===== src/rtl/sfbse_pkg.sv =====
`timescale 1ns / 1ps

package sfbse_pkg;

	// Channel and frame geometry
	localparam int unsigned PulseW      = 12;
	localparam int unsigned ChanN       = 8;
	localparam int unsigned ChanIdxW    = $clog2(ChanN);
	localparam int unsigned FrameBytesN = 16;
	localparam int unsigned DataBytesN  = 18;
	localparam int unsigned ByteIdxW    = $clog2(DataBytesN);
	localparam int unsigned FlagPartsN  = 8;
	localparam int unsigned FlagIdxW    = $clog2(FlagPartsN);

	// Configuration port
	localparam int unsigned CfgIdxW  = 3;
	localparam int unsigned CfgDataW = 10;
	localparam logic [CfgIdxW-1:0] RegReceiver = 3'd0;
	localparam logic [CfgIdxW-1:0] RegFirstFlag = 3'd1;
	localparam logic [CfgIdxW-1:0] RegExtraFlag = 3'd2;
	localparam logic [CfgIdxW-1:0] RegInterval = 3'd3;
	localparam logic [CfgIdxW-1:0] RegMode = 3'd4;
	localparam logic [9:0] IntervalReset = 10'd1000;

	// Pulse scaling: q = floor((w - 817) * 2048 / 1365) = (d * ScaleRecip) >> ScaleShift
	localparam logic [PulseW-1:0] PulseOffset = 12'd817;
	localparam int unsigned       RecipW      = 24;
	localparam logic [RecipW-1:0] ScaleRecip  = 24'd12585985;
	localparam int unsigned       ProdW       = PulseW + RecipW;
	localparam int unsigned       ScaleShift  = 23;
	localparam int unsigned       QuotW       = 13;
	localparam int unsigned       ClampW      = 14;
	localparam logic [ClampW-1:0] HalfOffset  = 14'd2048;
	localparam logic [ClampW-1:0] LowMin      = 14'd1;
	localparam logic [ClampW-1:0] LowMax      = 14'd2046;
	localparam logic [ClampW-1:0] UpMin       = 14'd2049;
	localparam logic [ClampW-1:0] UpMax       = 14'd4094;
	localparam logic [PulseW-1:0] FailsafeUpper = 12'd2048;
	localparam logic [7:0]        FailsafeFlag  = 8'h10;

	// Line coding
	localparam logic [7:0] FlagPattern = 8'h7E;
	localparam logic [2:0] StuffRun    = 3'd5;

	// Frame queue
	localparam int unsigned QueueDepth = 2;
	localparam int unsigned QPtrW      = $clog2(QueueDepth);
	localparam int unsigned QCntW      = $clog2(QueueDepth + 1);

	// CRC16, nibble table plus multiple of the polynomial for the high nibble
	localparam logic [15:0] CrcPoly = 16'h1081;
	localparam logic [15:0] CrcNibble [16] = '{
		16'h0000, 16'h1189, 16'h2312, 16'h329B, 16'h4624, 16'h57AD, 16'h6536, 16'h74BF,
		16'h8C48, 16'h9DC1, 16'hAF5A, 16'hBED3, 16'hCA6C, 16'hDBE5, 16'hE97E, 16'hF8F7
	};

	typedef struct packed {
		logic [7:0] receiver_number;
		logic [7:0] first_flag_byte;
		logic [7:0] extra_flag_byte;
		logic [9:0] failsafe_interval;
		logic       sixteen_channel_mode;
	} cfg_t;

	typedef struct packed {
		logic [FrameBytesN*8-1:0] data_bytes;
		logic                     upper;
		logic                     failsafe;
	} frame_t;

	function automatic logic [15:0] crc_step(input logic [15:0] crc, input logic [7:0] d);
		logic [7:0]  v;
		logic [15:0] t;
		v = crc[15:8] ^ d;
		t = CrcNibble[v[3:0]] ^ (CrcPoly * {12'd0, v[7:4]});
		return {crc[7:0], 8'h00} ^ t;
	endfunction

endpackage


===== src/rtl/sfbse_in_if.sv =====
`timescale 1ns / 1ps

interface sfbse_in_if import sfbse_pkg::*; ();
	logic              valid;
	logic              ready;
	logic [PulseW-1:0] pulse_0;
	logic [PulseW-1:0] pulse_1;
	logic [PulseW-1:0] pulse_2;
	logic [PulseW-1:0] pulse_3;
	logic [PulseW-1:0] pulse_4;
	logic [PulseW-1:0] pulse_5;
	logic [PulseW-1:0] pulse_6;
	logic [PulseW-1:0] pulse_7;

	modport source (
		output valid, pulse_0, pulse_1, pulse_2, pulse_3,
		output pulse_4, pulse_5, pulse_6, pulse_7,
		input  ready
	);
	modport sink (
		input  valid, pulse_0, pulse_1, pulse_2, pulse_3,
		input  pulse_4, pulse_5, pulse_6, pulse_7,
		output ready
	);
endinterface


===== src/rtl/sfbse_out_if.sv =====
`timescale 1ns / 1ps

interface sfbse_out_if import sfbse_pkg::*; ();
	logic        valid;
	logic        ready;
	logic [15:0] line_word;
	logic [1:0]  byte_count;
	logic        frame_end;
	logic        upper_half_sent;
	logic        failsafe_sent;

	modport source (
		output valid, line_word, byte_count, frame_end, upper_half_sent, failsafe_sent,
		input  ready
	);
	modport sink (
		input  valid, line_word, byte_count, frame_end, upper_half_sent, failsafe_sent,
		output ready
	);
endinterface


===== src/rtl/sfbse_front.sv =====
`timescale 1ns / 1ps

module sfbse_front import sfbse_pkg::*; (
	input  logic        clk,
	input  logic        arst_n,
	input  cfg_t        cfg,
	sfbse_in_if.sink    in_ch,
	output logic        push_valid,
	input  logic        push_ready,
	output frame_t      push_frame
);

	typedef enum logic [2:0] {
		F_IDLE  = 3'b001,
		F_SCALE = 3'b010,
		F_PUSH  = 3'b100
	} front_state_t;

	front_state_t        state_q;
	logic [ChanIdxW-1:0] chan_q;
	logic                phase_q;
	logic [9:0]          frame_cnt_q;
	logic                upper_half_q;
	logic                upper_q;
	logic                failsafe_q;
	logic [PulseW-1:0]   pulse_q [ChanN];
	logic [PulseW-1:0]   ch_q [ChanN];
	logic [ProdW-1:0]    prod_s1;
	logic                pos_s1;

	logic                accept;
	logic [9:0]          cnt_inc;
	logic                fs_now;
	logic                cnt_wrap;
	logic [PulseW-1:0]   pulse_cur;
	logic [PulseW-1:0]   diff;
	logic [QuotW-1:0]    quot;
	logic [ClampW-1:0]   shifted;
	logic [ClampW-1:0]   lo_lim;
	logic [ClampW-1:0]   hi_lim;
	logic [ClampW-1:0]   clamped;
	logic [PulseW-1:0]   chan_val;

	assign in_ch.ready = (state_q == F_IDLE);
	assign accept      = in_ch.valid && in_ch.ready;

	// Failsafe decision on the incremented frame count
	assign cnt_inc  = frame_cnt_q + 10'd1;
	assign fs_now   = (cnt_inc >= cfg.failsafe_interval);
	assign cnt_wrap = fs_now && (!cfg.sixteen_channel_mode || (cnt_inc > cfg.failsafe_interval));

	// Scale stage one: offset and reciprocal multiply
	assign pulse_cur = pulse_q[chan_q];
	assign diff      = pulse_cur - PulseOffset;

	// Scale stage two: add half offset in the upper half and clamp, or take failsafe values
	always_comb begin
		quot    = prod_s1[ScaleShift +: QuotW];
		shifted = upper_q ? ({1'b0, quot} + HalfOffset) : {1'b0, quot};
		lo_lim  = upper_q ? UpMin : LowMin;
		hi_lim  = upper_q ? UpMax : LowMax;
		if (!pos_s1 || (shifted < lo_lim)) begin
			clamped = lo_lim;
		end else if (shifted > hi_lim) begin
			clamped = hi_lim;
		end else begin
			clamped = shifted;
		end
		if (failsafe_q) begin
			chan_val = upper_q ? FailsafeUpper : '0;
		end else begin
			chan_val = clamped[PulseW-1:0];
		end
	end

	// Assemble the sixteen data bytes of the frame
	always_comb begin
		push_frame.data_bytes        = '0;
		push_frame.data_bytes[7:0]   = cfg.receiver_number;
		push_frame.data_bytes[15:8]  = cfg.first_flag_byte | (failsafe_q ? FailsafeFlag : 8'h00);
		push_frame.data_bytes[23:16] = 8'h00;
		for (int p = 0; p < ChanN / 2; p++) begin
			push_frame.data_bytes[(3 + 3 * p) * 8 +: 8] = ch_q[2 * p][7:0];
			push_frame.data_bytes[(4 + 3 * p) * 8 +: 8] = {ch_q[2 * p + 1][3:0], ch_q[2 * p][11:8]};
			push_frame.data_bytes[(5 + 3 * p) * 8 +: 8] = ch_q[2 * p + 1][11:4];
		end
		push_frame.data_bytes[(FrameBytesN - 1) * 8 +: 8] = cfg.extra_flag_byte;
		push_frame.upper    = upper_q;
		push_frame.failsafe = failsafe_q;
	end

	assign push_valid = (state_q == F_PUSH);

	// Sequence accept, channel scaling and hand-over to the queue
	always_ff @(posedge clk or negedge arst_n) begin
		if (!arst_n) begin
			state_q      <= F_IDLE;
			chan_q       <= '0;
			phase_q      <= 1'b0;
			frame_cnt_q  <= '0;
			upper_half_q <= 1'b0;
			upper_q      <= 1'b0;
			failsafe_q   <= 1'b0;
		end else begin
			unique case (state_q)
				F_IDLE: begin
					if (accept) begin
						frame_cnt_q  <= cnt_wrap ? 10'd0 : cnt_inc;
						failsafe_q   <= fs_now;
						upper_q      <= upper_half_q;
						upper_half_q <= cfg.sixteen_channel_mode ? ~upper_half_q : 1'b0;
						chan_q       <= '0;
						phase_q      <= 1'b0;
						state_q      <= F_SCALE;
					end
				end
				F_SCALE: begin
					phase_q <= ~phase_q;
					if (phase_q) begin
						if (chan_q == ChanIdxW'(ChanN - 1)) begin
							state_q <= F_PUSH;
						end else begin
							chan_q <= chan_q + 1'b1;
						end
					end
				end
				F_PUSH: begin
					if (push_ready) begin
						state_q <= F_IDLE;
					end
				end
				default: state_q <= F_IDLE;
			endcase
		end
	end

	// Hold pulses, product and channel values
	always_ff @(posedge clk) begin
		if (accept) begin
			pulse_q[0] <= in_ch.pulse_0;
			pulse_q[1] <= in_ch.pulse_1;
			pulse_q[2] <= in_ch.pulse_2;
			pulse_q[3] <= in_ch.pulse_3;
			pulse_q[4] <= in_ch.pulse_4;
			pulse_q[5] <= in_ch.pulse_5;
			pulse_q[6] <= in_ch.pulse_6;
			pulse_q[7] <= in_ch.pulse_7;
		end
		if ((state_q == F_SCALE) && !phase_q) begin
			prod_s1 <= {{RecipW{1'b0}}, diff} * {{PulseW{1'b0}}, ScaleRecip};
			pos_s1  <= (pulse_cur > PulseOffset);
		end
		if ((state_q == F_SCALE) && phase_q) begin
			ch_q[chan_q] <= chan_val;
		end
	end

	// A finished frame leaves the front before the next item is taken
	a_push_then_idle: assert property (@(posedge clk) disable iff (!arst_n)
		(push_valid && push_ready) |=> in_ch.ready)
		else $error("front not ready after hand-over");

endmodule


===== src/rtl/sfbse_queue.sv =====
`timescale 1ns / 1ps

module sfbse_queue import sfbse_pkg::*; (
	input  logic   clk,
	input  logic   arst_n,
	input  logic   push_valid,
	output logic   push_ready,
	input  frame_t push_frame,
	output logic   head_valid,
	output frame_t head_frame,
	input  logic   pop
);

	frame_t           ent_q [QueueDepth];
	logic [QPtrW-1:0] wr_ptr_q;
	logic [QPtrW-1:0] rd_ptr_q;
	logic [QCntW-1:0] count_q;
	logic             do_push;

	assign push_ready = (count_q != QCntW'(QueueDepth));
	assign head_valid = (count_q != '0);
	assign head_frame = ent_q[rd_ptr_q];
	assign do_push    = push_valid && push_ready;

	// Advance pointers and occupancy
	always_ff @(posedge clk or negedge arst_n) begin
		if (!arst_n) begin
			wr_ptr_q <= '0;
			rd_ptr_q <= '0;
			count_q  <= '0;
		end else begin
			if (do_push) begin
				wr_ptr_q <= wr_ptr_q + 1'b1;
			end
			if (pop) begin
				rd_ptr_q <= rd_ptr_q + 1'b1;
			end
			case ({do_push, pop})
				2'b10:   count_q <= count_q + 1'b1;
				2'b01:   count_q <= count_q - 1'b1;
				default: count_q <= count_q;
			endcase
		end
	end

	// Store pushed frames
	always_ff @(posedge clk) begin
		if (do_push) begin
			ent_q[wr_ptr_q] <= push_frame;
		end
	end

	a_no_pop_empty: assert property (@(posedge clk) disable iff (!arst_n)
		pop |-> head_valid)
		else $error("frame popped from empty queue");

	a_count_bound: assert property (@(posedge clk) disable iff (!arst_n)
		(count_q == QCntW'(QueueDepth)) && !pop |=> (count_q == QCntW'(QueueDepth)))
		else $error("full queue lost an entry without a pop");

endmodule


===== src/rtl/sfbse_back.sv =====
`timescale 1ns / 1ps

module sfbse_back import sfbse_pkg::*; (
	input  logic       clk,
	input  logic       arst_n,
	input  logic       head_valid,
	input  frame_t     head_frame,
	output logic       pop,
	sfbse_out_if.source out_ch
);

	typedef enum logic [3:0] {
		P_FLAG1 = 4'b0001,
		P_DATA  = 4'b0010,
		P_FLAG2 = 4'b0100,
		P_PAD   = 4'b1000
	} phase_t;

	phase_t              phase_q;
	logic [FlagIdxW-1:0] sym_q;
	logic [ByteIdxW-1:0] byte_idx_q;
	logic [2:0]          bit_idx_q;
	logic [7:0]          cur_byte_q;
	logic                stuff_q;
	logic [2:0]          ones_q;
	logic [1:0]          step_q;
	logic [15:0]         crc_q;
	logic [7:0]          shift_q;
	logic [2:0]          fill_q;
	logic                pend_valid_q;
	logic [7:0]          pend_q;
	logic                word_valid_q;
	logic [15:0]         word_q;
	logic [1:0]          count_q;
	logic                end_q;
	logic                upper_q;
	logic                fs_q;

	logic                adv;
	logic                part_val;
	logic                line_bit;
	logic                part_end;
	logic [7:0]          new_byte;
	logic                byte_done;
	logic                frame_done;
	logic                emit;
	logic [ByteIdxW-1:0] nb_idx;
	logic [7:0]          nb_byte;
	logic [7:0]          first_byte;
	logic [2:0]          ones_inc;

	assign adv = head_valid && (!word_valid_q || out_ch.ready);

	// Current line part and line bit
	always_comb begin
		unique case (phase_q)
			P_FLAG1, P_FLAG2: part_val = FlagPattern[sym_q];
			P_DATA:           part_val = stuff_q ? 1'b0 : cur_byte_q[bit_idx_q];
			P_PAD:            part_val = 1'b1;
			default:          part_val = 1'b0;
		endcase
		line_bit = (phase_q == P_PAD) ? 1'b1 : (step_q != 2'd0);
		part_end = ((step_q == 2'd1) && !part_val) || (step_q == 2'd2);
	end

	assign new_byte   = {line_bit, shift_q[7:1]};
	assign byte_done  = (fill_q == 3'd7);
	assign frame_done = byte_done && ((phase_q == P_PAD) ||
		((phase_q == P_FLAG2) && part_end && (sym_q == FlagIdxW'(FlagPartsN - 1))));
	assign emit       = byte_done && (pend_valid_q || frame_done);
	assign pop        = adv && frame_done;
	assign ones_inc   = ones_q + 3'd1;

	// Next data byte: frame bytes, then the CRC high and low bytes
	assign nb_idx     = byte_idx_q + 1'b1;
	assign first_byte = head_frame.data_bytes[7:0];
	always_comb begin
		if (nb_idx < ByteIdxW'(FrameBytesN)) begin
			nb_byte = head_frame.data_bytes[{nb_idx[3:0], 3'b000} +: 8];
		end else if (nb_idx == ByteIdxW'(FrameBytesN)) begin
			nb_byte = crc_q[15:8];
		end else begin
			nb_byte = crc_q[7:0];
		end
	end

	// Walk flag, stuffed data, closing flag and padding one line bit a cycle unless stalled
	always_ff @(posedge clk or negedge arst_n) begin
		if (!arst_n) begin
			phase_q      <= P_FLAG1;
			sym_q        <= '0;
			byte_idx_q   <= '0;
			bit_idx_q    <= '0;
			stuff_q      <= 1'b0;
			ones_q       <= '0;
			step_q       <= '0;
			fill_q       <= '0;
			pend_valid_q <= 1'b0;
			word_valid_q <= 1'b0;
		end else begin
			if (adv && emit) begin
				word_valid_q <= 1'b1;
			end else if (out_ch.ready) begin
				word_valid_q <= 1'b0;
			end
			if (adv) begin
				fill_q <= fill_q + 3'd1;
				if (byte_done) begin
					pend_valid_q <= !pend_valid_q && !frame_done;
				end
				if (phase_q != P_PAD) begin
					step_q <= part_end ? 2'd0 : step_q + 2'd1;
				end
				unique case (phase_q)
					P_FLAG1: begin
						if (part_end) begin
							if (sym_q == FlagIdxW'(FlagPartsN - 1)) begin
								phase_q    <= P_DATA;
								sym_q      <= '0;
								byte_idx_q <= '0;
								bit_idx_q  <= 3'd7;
								stuff_q    <= 1'b0;
								ones_q     <= '0;
							end else begin
								sym_q <= sym_q + 1'b1;
							end
						end
					end
					P_DATA: begin
						if (part_end) begin
							if (!stuff_q && part_val && (ones_inc == StuffRun)) begin
								ones_q  <= '0;
								stuff_q <= 1'b1;
							end else begin
								if (stuff_q) begin
									stuff_q <= 1'b0;
								end else begin
									ones_q <= part_val ? ones_inc : 3'd0;
								end
								if (bit_idx_q == 3'd0) begin
									bit_idx_q <= 3'd7;
									if (byte_idx_q == ByteIdxW'(DataBytesN - 1)) begin
										phase_q <= P_FLAG2;
										sym_q   <= '0;
									end else begin
										byte_idx_q <= nb_idx;
									end
								end else begin
									bit_idx_q <= bit_idx_q - 3'd1;
								end
							end
						end
					end
					P_FLAG2: begin
						if (part_end) begin
							if (sym_q == FlagIdxW'(FlagPartsN - 1)) begin
								sym_q   <= '0;
								phase_q <= frame_done ? P_FLAG1 : P_PAD;
							end else begin
								sym_q <= sym_q + 1'b1;
							end
						end
					end
					P_PAD: begin
						if (frame_done) begin
							phase_q <= P_FLAG1;
						end
					end
					default: phase_q <= P_FLAG1;
				endcase
			end
		end
	end

	// Shift register, current byte, CRC and output word payload
	always_ff @(posedge clk) begin
		if (adv) begin
			shift_q <= new_byte;
			if (byte_done && !pend_valid_q) begin
				pend_q <= new_byte;
			end
			if ((phase_q == P_FLAG1) && part_end && (sym_q == FlagIdxW'(FlagPartsN - 1))) begin
				cur_byte_q <= first_byte;
				crc_q      <= crc_step(16'h0000, first_byte);
			end
			if ((phase_q == P_DATA) && part_end && (bit_idx_q == 3'd0) &&
				!(!stuff_q && part_val && (ones_inc == StuffRun)) &&
				(byte_idx_q != ByteIdxW'(DataBytesN - 1))) begin
				cur_byte_q <= nb_byte;
				if (nb_idx < ByteIdxW'(FrameBytesN)) begin
					crc_q <= crc_step(crc_q, nb_byte);
				end
			end
			if (emit) begin
				word_q  <= pend_valid_q ? {new_byte, pend_q} : {8'h00, new_byte};
				count_q <= pend_valid_q ? 2'd2 : 2'd1;
				end_q   <= frame_done;
				upper_q <= head_frame.upper;
				fs_q    <= head_frame.failsafe;
			end
		end
	end

	assign out_ch.valid           = word_valid_q;
	assign out_ch.line_word       = word_q;
	assign out_ch.byte_count      = count_q;
	assign out_ch.frame_end       = end_q;
	assign out_ch.upper_half_sent = upper_q;
	assign out_ch.failsafe_sent   = fs_q;

	a_single_only_last: assert property (@(posedge clk) disable iff (!arst_n)
		word_valid_q |-> ((count_q == 2'd2) || end_q))
		else $error("single-byte word before the end of a frame");

	a_run_bound: assert property (@(posedge clk) disable iff (!arst_n)
		(phase_q == P_DATA) |-> (ones_q < StuffRun))
		else $error("ones run reached the stuffing limit");

	a_pop_empties_pend: assert property (@(posedge clk) disable iff (!arst_n)
		pop |=> (!pend_valid_q && (fill_q == 3'd0)))
		else $error("bits left over after the end of a frame");

endmodule


===== src/rtl/servo_frame_bit_stuffed_encoder_unit.sv =====
`timescale 1ns / 1ps
// Flow: the front scales and packs a frame channel by channel and waits while the
//   queue is full; the back part serialises the frame at the head of the queue.
// The frame rate is set by the back serialiser, which produces one line bit per cycle
//   while the output does not stall and at most 64 line bytes a frame; the front
//   takes the next item meanwhile.
// Reset (arst_n low): queue empty, counters and half select cleared, registers
//   at their reset values (failsafe interval 1000).

module servo_frame_bit_stuffed_encoder_unit import sfbse_pkg::*; (
	input  logic                clk,
	input  logic                arst_n,
	input  logic                cfg_we,
	input  logic [CfgIdxW-1:0]  cfg_index,
	input  logic [CfgDataW-1:0] cfg_data,
	sfbse_in_if.sink            in_ch,
	sfbse_out_if.source         out_ch
);

	cfg_t   cfg_q;
	logic   push_valid;
	logic   push_ready;
	frame_t push_frame;
	logic   head_valid;
	frame_t head_frame;
	logic   pop;

	// Write configuration registers; drop unknown indexes
	always_ff @(posedge clk or negedge arst_n) begin
		if (!arst_n) begin
			cfg_q.receiver_number      <= '0;
			cfg_q.first_flag_byte      <= '0;
			cfg_q.extra_flag_byte      <= '0;
			cfg_q.failsafe_interval    <= IntervalReset;
			cfg_q.sixteen_channel_mode <= 1'b0;
		end else if (cfg_we) begin
			unique case (cfg_index)
				RegReceiver:  cfg_q.receiver_number      <= cfg_data[7:0];
				RegFirstFlag: cfg_q.first_flag_byte      <= cfg_data[7:0];
				RegExtraFlag: cfg_q.extra_flag_byte      <= cfg_data[7:0];
				RegInterval:  cfg_q.failsafe_interval    <= cfg_data[9:0];
				RegMode:      cfg_q.sixteen_channel_mode <= cfg_data[0];
				default:      cfg_q                      <= cfg_q;
			endcase
		end
	end

	sfbse_front u_front (
		.clk        (clk),
		.arst_n     (arst_n),
		.cfg        (cfg_q),
		.in_ch      (in_ch),
		.push_valid (push_valid),
		.push_ready (push_ready),
		.push_frame (push_frame)
	);

	sfbse_queue u_queue (
		.clk        (clk),
		.arst_n     (arst_n),
		.push_valid (push_valid),
		.push_ready (push_ready),
		.push_frame (push_frame),
		.head_valid (head_valid),
		.head_frame (head_frame),
		.pop        (pop)
	);

	sfbse_back u_back (
		.clk        (clk),
		.arst_n     (arst_n),
		.head_valid (head_valid),
		.head_frame (head_frame),
		.pop        (pop),
		.out_ch     (out_ch)
	);

endmodule

===== src/flat_wrapper.sv =====
// flat-port wrapper written by rule: the top's interface ports become plain ports
module servo_frame_bit_stuffed_encoder_unit_flat import sfbse_pkg::*;
  (clk, arst_n, cfg_we, cfg_index, cfg_data, in_ch_valid, in_ch_pulse_0, in_ch_pulse_1, in_ch_pulse_2, in_ch_pulse_3, in_ch_pulse_4, in_ch_pulse_5, in_ch_pulse_6, in_ch_pulse_7, in_ch_ready, out_ch_valid, out_ch_line_word, out_ch_byte_count, out_ch_frame_end, out_ch_upper_half_sent, out_ch_failsafe_sent, out_ch_ready);
  sfbse_in_if in_ch_i ();
  sfbse_out_if out_ch_i ();
  input  logic clk;
  input  logic arst_n;
  input  logic cfg_we;
  input  logic [CfgIdxW-1:0] cfg_index;
  input  logic [CfgDataW-1:0] cfg_data;
  input wire logic [$bits(in_ch_i.valid)-1:0] in_ch_valid;
  input wire logic [$bits(in_ch_i.pulse_0)-1:0] in_ch_pulse_0;
  input wire logic [$bits(in_ch_i.pulse_1)-1:0] in_ch_pulse_1;
  input wire logic [$bits(in_ch_i.pulse_2)-1:0] in_ch_pulse_2;
  input wire logic [$bits(in_ch_i.pulse_3)-1:0] in_ch_pulse_3;
  input wire logic [$bits(in_ch_i.pulse_4)-1:0] in_ch_pulse_4;
  input wire logic [$bits(in_ch_i.pulse_5)-1:0] in_ch_pulse_5;
  input wire logic [$bits(in_ch_i.pulse_6)-1:0] in_ch_pulse_6;
  input wire logic [$bits(in_ch_i.pulse_7)-1:0] in_ch_pulse_7;
  output wire logic [$bits(in_ch_i.ready)-1:0] in_ch_ready;
  output wire logic [$bits(out_ch_i.valid)-1:0] out_ch_valid;
  output wire logic [$bits(out_ch_i.line_word)-1:0] out_ch_line_word;
  output wire logic [$bits(out_ch_i.byte_count)-1:0] out_ch_byte_count;
  output wire logic [$bits(out_ch_i.frame_end)-1:0] out_ch_frame_end;
  output wire logic [$bits(out_ch_i.upper_half_sent)-1:0] out_ch_upper_half_sent;
  output wire logic [$bits(out_ch_i.failsafe_sent)-1:0] out_ch_failsafe_sent;
  input wire logic [$bits(out_ch_i.ready)-1:0] out_ch_ready;
  assign in_ch_i.valid = in_ch_valid;
  assign in_ch_i.pulse_0 = in_ch_pulse_0;
  assign in_ch_i.pulse_1 = in_ch_pulse_1;
  assign in_ch_i.pulse_2 = in_ch_pulse_2;
  assign in_ch_i.pulse_3 = in_ch_pulse_3;
  assign in_ch_i.pulse_4 = in_ch_pulse_4;
  assign in_ch_i.pulse_5 = in_ch_pulse_5;
  assign in_ch_i.pulse_6 = in_ch_pulse_6;
  assign in_ch_i.pulse_7 = in_ch_pulse_7;
  assign in_ch_ready = in_ch_i.ready;
  assign out_ch_valid = out_ch_i.valid;
  assign out_ch_line_word = out_ch_i.line_word;
  assign out_ch_byte_count = out_ch_i.byte_count;
  assign out_ch_frame_end = out_ch_i.frame_end;
  assign out_ch_upper_half_sent = out_ch_i.upper_half_sent;
  assign out_ch_failsafe_sent = out_ch_i.failsafe_sent;
  assign out_ch_i.ready = out_ch_ready;
  servo_frame_bit_stuffed_encoder_unit u_core (.clk(clk), .arst_n(arst_n), .cfg_we(cfg_we), .cfg_index(cfg_index), .cfg_data(cfg_data), .in_ch(in_ch_i), .out_ch(out_ch_i));
endmodule

===== config.mk =====
export PLATFORM = sky130hd
export DESIGN_NAME = servo_frame_bit_stuffed_encoder_unit_flat
export DESIGN_NICKNAME = d
export VERILOG_FILES = /design/src/rtl/sfbse_pkg.sv /design/src/rtl/sfbse_in_if.sv /design/src/rtl/sfbse_out_if.sv /design/src/rtl/sfbse_front.sv /design/src/rtl/sfbse_queue.sv /design/src/rtl/sfbse_back.sv /design/src/rtl/servo_frame_bit_stuffed_encoder_unit.sv /design/src/flat_wrapper.sv
export SDC_FILE = /design/constraint.sdc
export NUM_CORES = 1
export LEC_CHECK = 0
export BUFFER_PORTS_ARGS = -buffer_cell sky130_fd_sc_hd__clkbuf_2
export CAP_MARGIN = 0
export CORE_MARGIN = 2
export CORE_UTILIZATION = 50
export DETAILED_ROUTE_END_ITERATION = 10
export PLACE_DENSITY = 0.75
export SETUP_SLACK_MARGIN = 0.4
export SLEW_MARGIN = 25
export SYNTH_ARGS = -nofsm -noshare
export SYNTH_HDL_FRONTEND = slang
export SYNTH_SLANG_ARGS = --single-unit

===== constraint.sdc =====
create_clock -name clk -period 19.4 [get_ports clk]
set_input_delay 1.94 -clock clk [delete_from_list [all_inputs] [get_ports clk]]
set_output_delay 1.94 -clock clk [all_outputs]
set_load 0.01 [all_outputs]

==> flow_summary_export.csv <==
group,metric,value,unit
cts,cts.sinks,595,
cts,numCtsBuffers,56,
logic_synthesis,synth_cell_types,76,
timing,finClkSkew,0.02237,ns
timing,setup_viol,0,
timing,hold_violations,0,
die,rows,83,
setup_path,cpMostUsedCell,"ha_1",
logic_synthesis,synth.largest_area_cell,"edfxtp_1",
final_layout,finalNetCount,2018,
timing,grt_setup_unrepaired,"no",
global_route,grt_pass1_vias,14730,
placed_design,gp_congestion,0.8791,
logic_synthesis,synth_area_leaders,"edfxtp_1, dfrtp_1, ha_1",
logic_synthesis,syn_area_per_cell,15.45,um^2
cts,postCtsSetupBuffers,0,
logic_synthesis,synth_fp_nets,1865,
detailed_routing,wl,52.63,mm
detailed_routing,drt_iter0_drc,1205,
timing,fin_crit_sh,0.3327,
setup_path,crit_slowest_cell,"mux4_1",
timing,slew_violations,0,
cts,root_buffer,"clkbuf_16",
final_layout,syn2layout_area_growth,12.77,%
final_layout,drive_gt1_frac,0.2052,
die,die_y,230.7,um
detailed_routing,route.detailed.drc,0,
job,drv_cap,0,
setup_path,path_cells,"buf_4 -> mux4_1 -> mux2i_1 -> and2_1 -> and3_1 -> nor3_1 -> o21ai_0 -> o21ai_0 -> xor2_1 -> ha_1 -> ha_1 -> ha_1 -> ha_1 -> ha_1 -> ha_1 -> a21o_1 -> a21o_1 -> a21o_1 -> a21oi_1 -> o21ai_0 -> nor3_1 -> o21ai_0 -> a31oi_1 -> xnor2_1",
cts,cts.hold.buffers_added,0,
timing,max_freq,155.0,MHz
power_and_ir_drop,leakagePower,10.28,nW
hold_path,hp-class,"flop to flop",
detailed_routing,antenna_left,0,
timing,period_minus_slack,6.454,ns
logic_synthesis,synthCells,1664,
placed_design,dp_hpwl,34.94,mm
logic_synthesis,synthFlopType,"edfxtp_1",
power_and_ir_drop,totalPowerFinal,0.004106,W
global_route,grt_pass1_wl,80.94,mm
setup_path,critPathMaxFanout,36,
final_layout,final_cells,2542,
setup_path,cpPeakStageDelay,0.61,ns
placed_design,io_buffers,136,
logic_synthesis,ys_async_sr_fraction,0.1429,
timing,slew_headroom,0.2737,
global_route,grt_start_max_net_pins,103,
cts,cts.clk_slew.worst_paths,0.06,ns
placed_design,place_inst,2439,
logic_synthesis,netlist.area_leader.share,0.5957,
timing,worst_slew_pin_slew,1.059,ns
detailed_routing,viasPerCell,5.705,
setup_path,critPathCaptureType,"flop",
cts,htree_levels,2,
cts,cts_tree,"yes",
logic_synthesis,seq_area_frac_synth,0.6789,
power_and_ir_drop,powerDensity,141.6,nW/um^2
die,ios,137,
power_and_ir_drop,vdd_drop_max,0.1315,mV
cts,insertion_delay,0.61,ns
detailed_routing,wl_per_cell,20.70,um
logic_synthesis,ys_ff_latch,595,
setup_path,path_class,"flop to flop",
final_layout,fin_util,0.5674,
final_layout,diodes,0,
global_route,grt.total_usage,0.1970,
die,dieArea,53240,um^2
cts,clock_path_buffers,3,
setup_path,arrival,6.79,ns
global_route,antenna_found_initial,1,
final_layout,fillers,3857,
timing,setup_ws,12.95,ns
detailed_routing,vias,14500,
cts,cts_resized,0,
setup_path,required,19.74,ns
placed_design,pre_cts_ws,12.95,ns
outcome,status,"finished clean",
logic_synthesis,netlist_area,25710,um^2
detailed_routing,dr.pass1.iters,5,
setup_path,worst_setup_path_start_kind,"flop",
logic_synthesis,synth-edff-count,510,
die,die_w,230.7,um
die,fp.coreArea,51090,um^2
timing,fin_tns_setup,0,ns
die,initial_core_util,0.5031,
global_route,gr-total-overflow,0,
logic_synthesis,yosys_warnings,0,
placed cells by master, fill, tap and decap left out, types with 8 or more instances in the layout:
cell type    n
a21o_1      12
a21oi_1     45
a22oi_1     23
a31oi_1     11
and2_1      16
and3_1      13
buf_4       20
clkbuf_1    10
clkbuf_16   56
clkbuf_2   135
clkinv_1    14
clkinv_2     8
dfrtp_1     76
dfstp_2      8
edfxtp_1   510
ha_1        85
inv_1       58
mux2_2      56
mux2i_1     81
mux4_2      43
nand2_1    115
nand2b_1    11
nand3_1     25
nand4_1     14
nor2_1      59
nor2b_1     13
nor3_1      11
o211ai_1    17
o21a_1      14
o21ai_0     85
o221ai_1    14
xnor2_1     46
xor2_1      19
report_power, final:
| part | leakage [nW] | internal [W] | switching, W | total [W] |
|---|---|---|---|---|
| clock network | 0.882 | 0.000626 | 0.000460 | 0.00109 |
| registers | 5.70 | 0.00158 | 0.0000578 | 0.00164 |
| logic | 3.70 | 0.000535 | 0.000843 | 0.00138 |
path summary, 6_finish.rpt:
path	from	to	slack (ns)	cells past startpoint
min in group asynchronous	arst_n	u_core.u_back.bit_idx_q[0]$_DFFE_PN0P_	1.26	1
max	u_core.u_front.chan_q[0]$_DFFE_PN0P_	u_core.u_front.prod_s1[35]$_DFFE_PP_	12.95	24
max reg2reg	u_core.u_front.chan_q[0]$_DFFE_PN0P_	u_core.u_front.prod_s1[35]$_DFFE_PP_	12.95	24
max in group asynchronous	arst_n	u_core.u_front.frame_cnt_q[9]$_DFFE_PN0P_	17.02	2
min	u_core.u_front.ch_q[5][1]$_DFFE_PP_	u_core.u_queue.ent_q[0][79]$_DFFE_PP_	0.43	0
min reg2reg	u_core.u_front.ch_q[5][1]$_DFFE_PP_	u_core.u_queue.ent_q[0][79]$_DFFE_PP_	0.43	0
stage by stage:
step                area (um^2)  hold slack, ns
detailed placement        27160          0.4290
finish                    28990          0.4346
floorplan                 25710          0.4215
global route              28990          0.4459
CTS                       28980          0.4350
global placement          27140          0.4219
layout make-up:
class	count	area, um^2	share of cell area
Sequential cell	595	17460	0.6021
Multi-Input combinational cell	950	7811	0.2694
Clock buffer	67	1453	0.05011
Tap cell	680	850.8	0.02935
Timing Repair Buffer	155	825.8	0.02849
Clock inverter	36	367.9	0.01269
Inverter	59	226.5	0.007812
layer usage:
metal / part of all wire / routed length (um) / vias to the layer above / global-route usage
met2: 0.52 / 27200 / 437 / 0.3437
li1: - / - / 6691 / -
met5: 0.00025 / 13 / - / 0
met4: 0.030 / 1559 / 2 / 0.07419
met3: 0.049 / 2590 / 104 / 0.03273
met1: 0.40 / 21260 / 7268 / 0.2477
logic make-up after synthesis:
| kind of cell | Yosys count | share of synthesized area |
|---|---|---|
| and+or+nand+nor | 329 | 0.06230 |
| adders and majority gates | 87 | 0.04293 |
| DFF | 595 | 0.6789 |
| AOI/OAI and AO/OA | 278 | 0.07116 |
| xor gates and xnor gates | 68 | 0.02375 |
| buffers and inverters | 119 | 0.02000 |
| muxes | 188 | 0.1010 |
sequential cells by signal (all words and copies together), names as in the netlist, 7 cells and up:
| register | count |
|---|---|
| u_core.u_back.shift_q | 7 |
| u_core.u_back.crc_q | 16 |
| u_core.u_front.pulse_q | 96 |
| u_core.u_back.out_ch.line_word | 16 |
| u_core.u_queue.ent_q | 244 |
| u_core.cfg_q | 35 |
| u_core.u_front.prod_s1 | 13 |
| u_core.u_back.pend_q | 8 |
| u_core.u_back.cur_byte_q | 8 |
| u_core.u_front.frame_cnt_q | 10 |
| u_core.u_front.ch_q | 96 |
critical path, delay by kind of cell, from the launching register on:
family / cells / cell delay (ns)
simple gates: 4 / 0.69
mux: 2 / 0.90
fa+ha+maj: 6 / 1.73
compound gates: 9 / 1.71
xor+xnor: 2 / 0.44
buf+inv: 1 / 0.39
flops: 1 / 0.32
Yosys cell counts (all sizes together), types with 26 or more instances:
master / number
clkbuf: 32
dfrtp: 77
o21ai: 91
a21oi: 45
nor2: 68
edfxtp: 510
nand3: 26
buf: 28
inv: 59
mux4: 48
mux2: 56
xnor2: 48
mux2i: 84
nand2: 115
ha: 85
No activity file was read; power rests on OpenSTA's default activity.
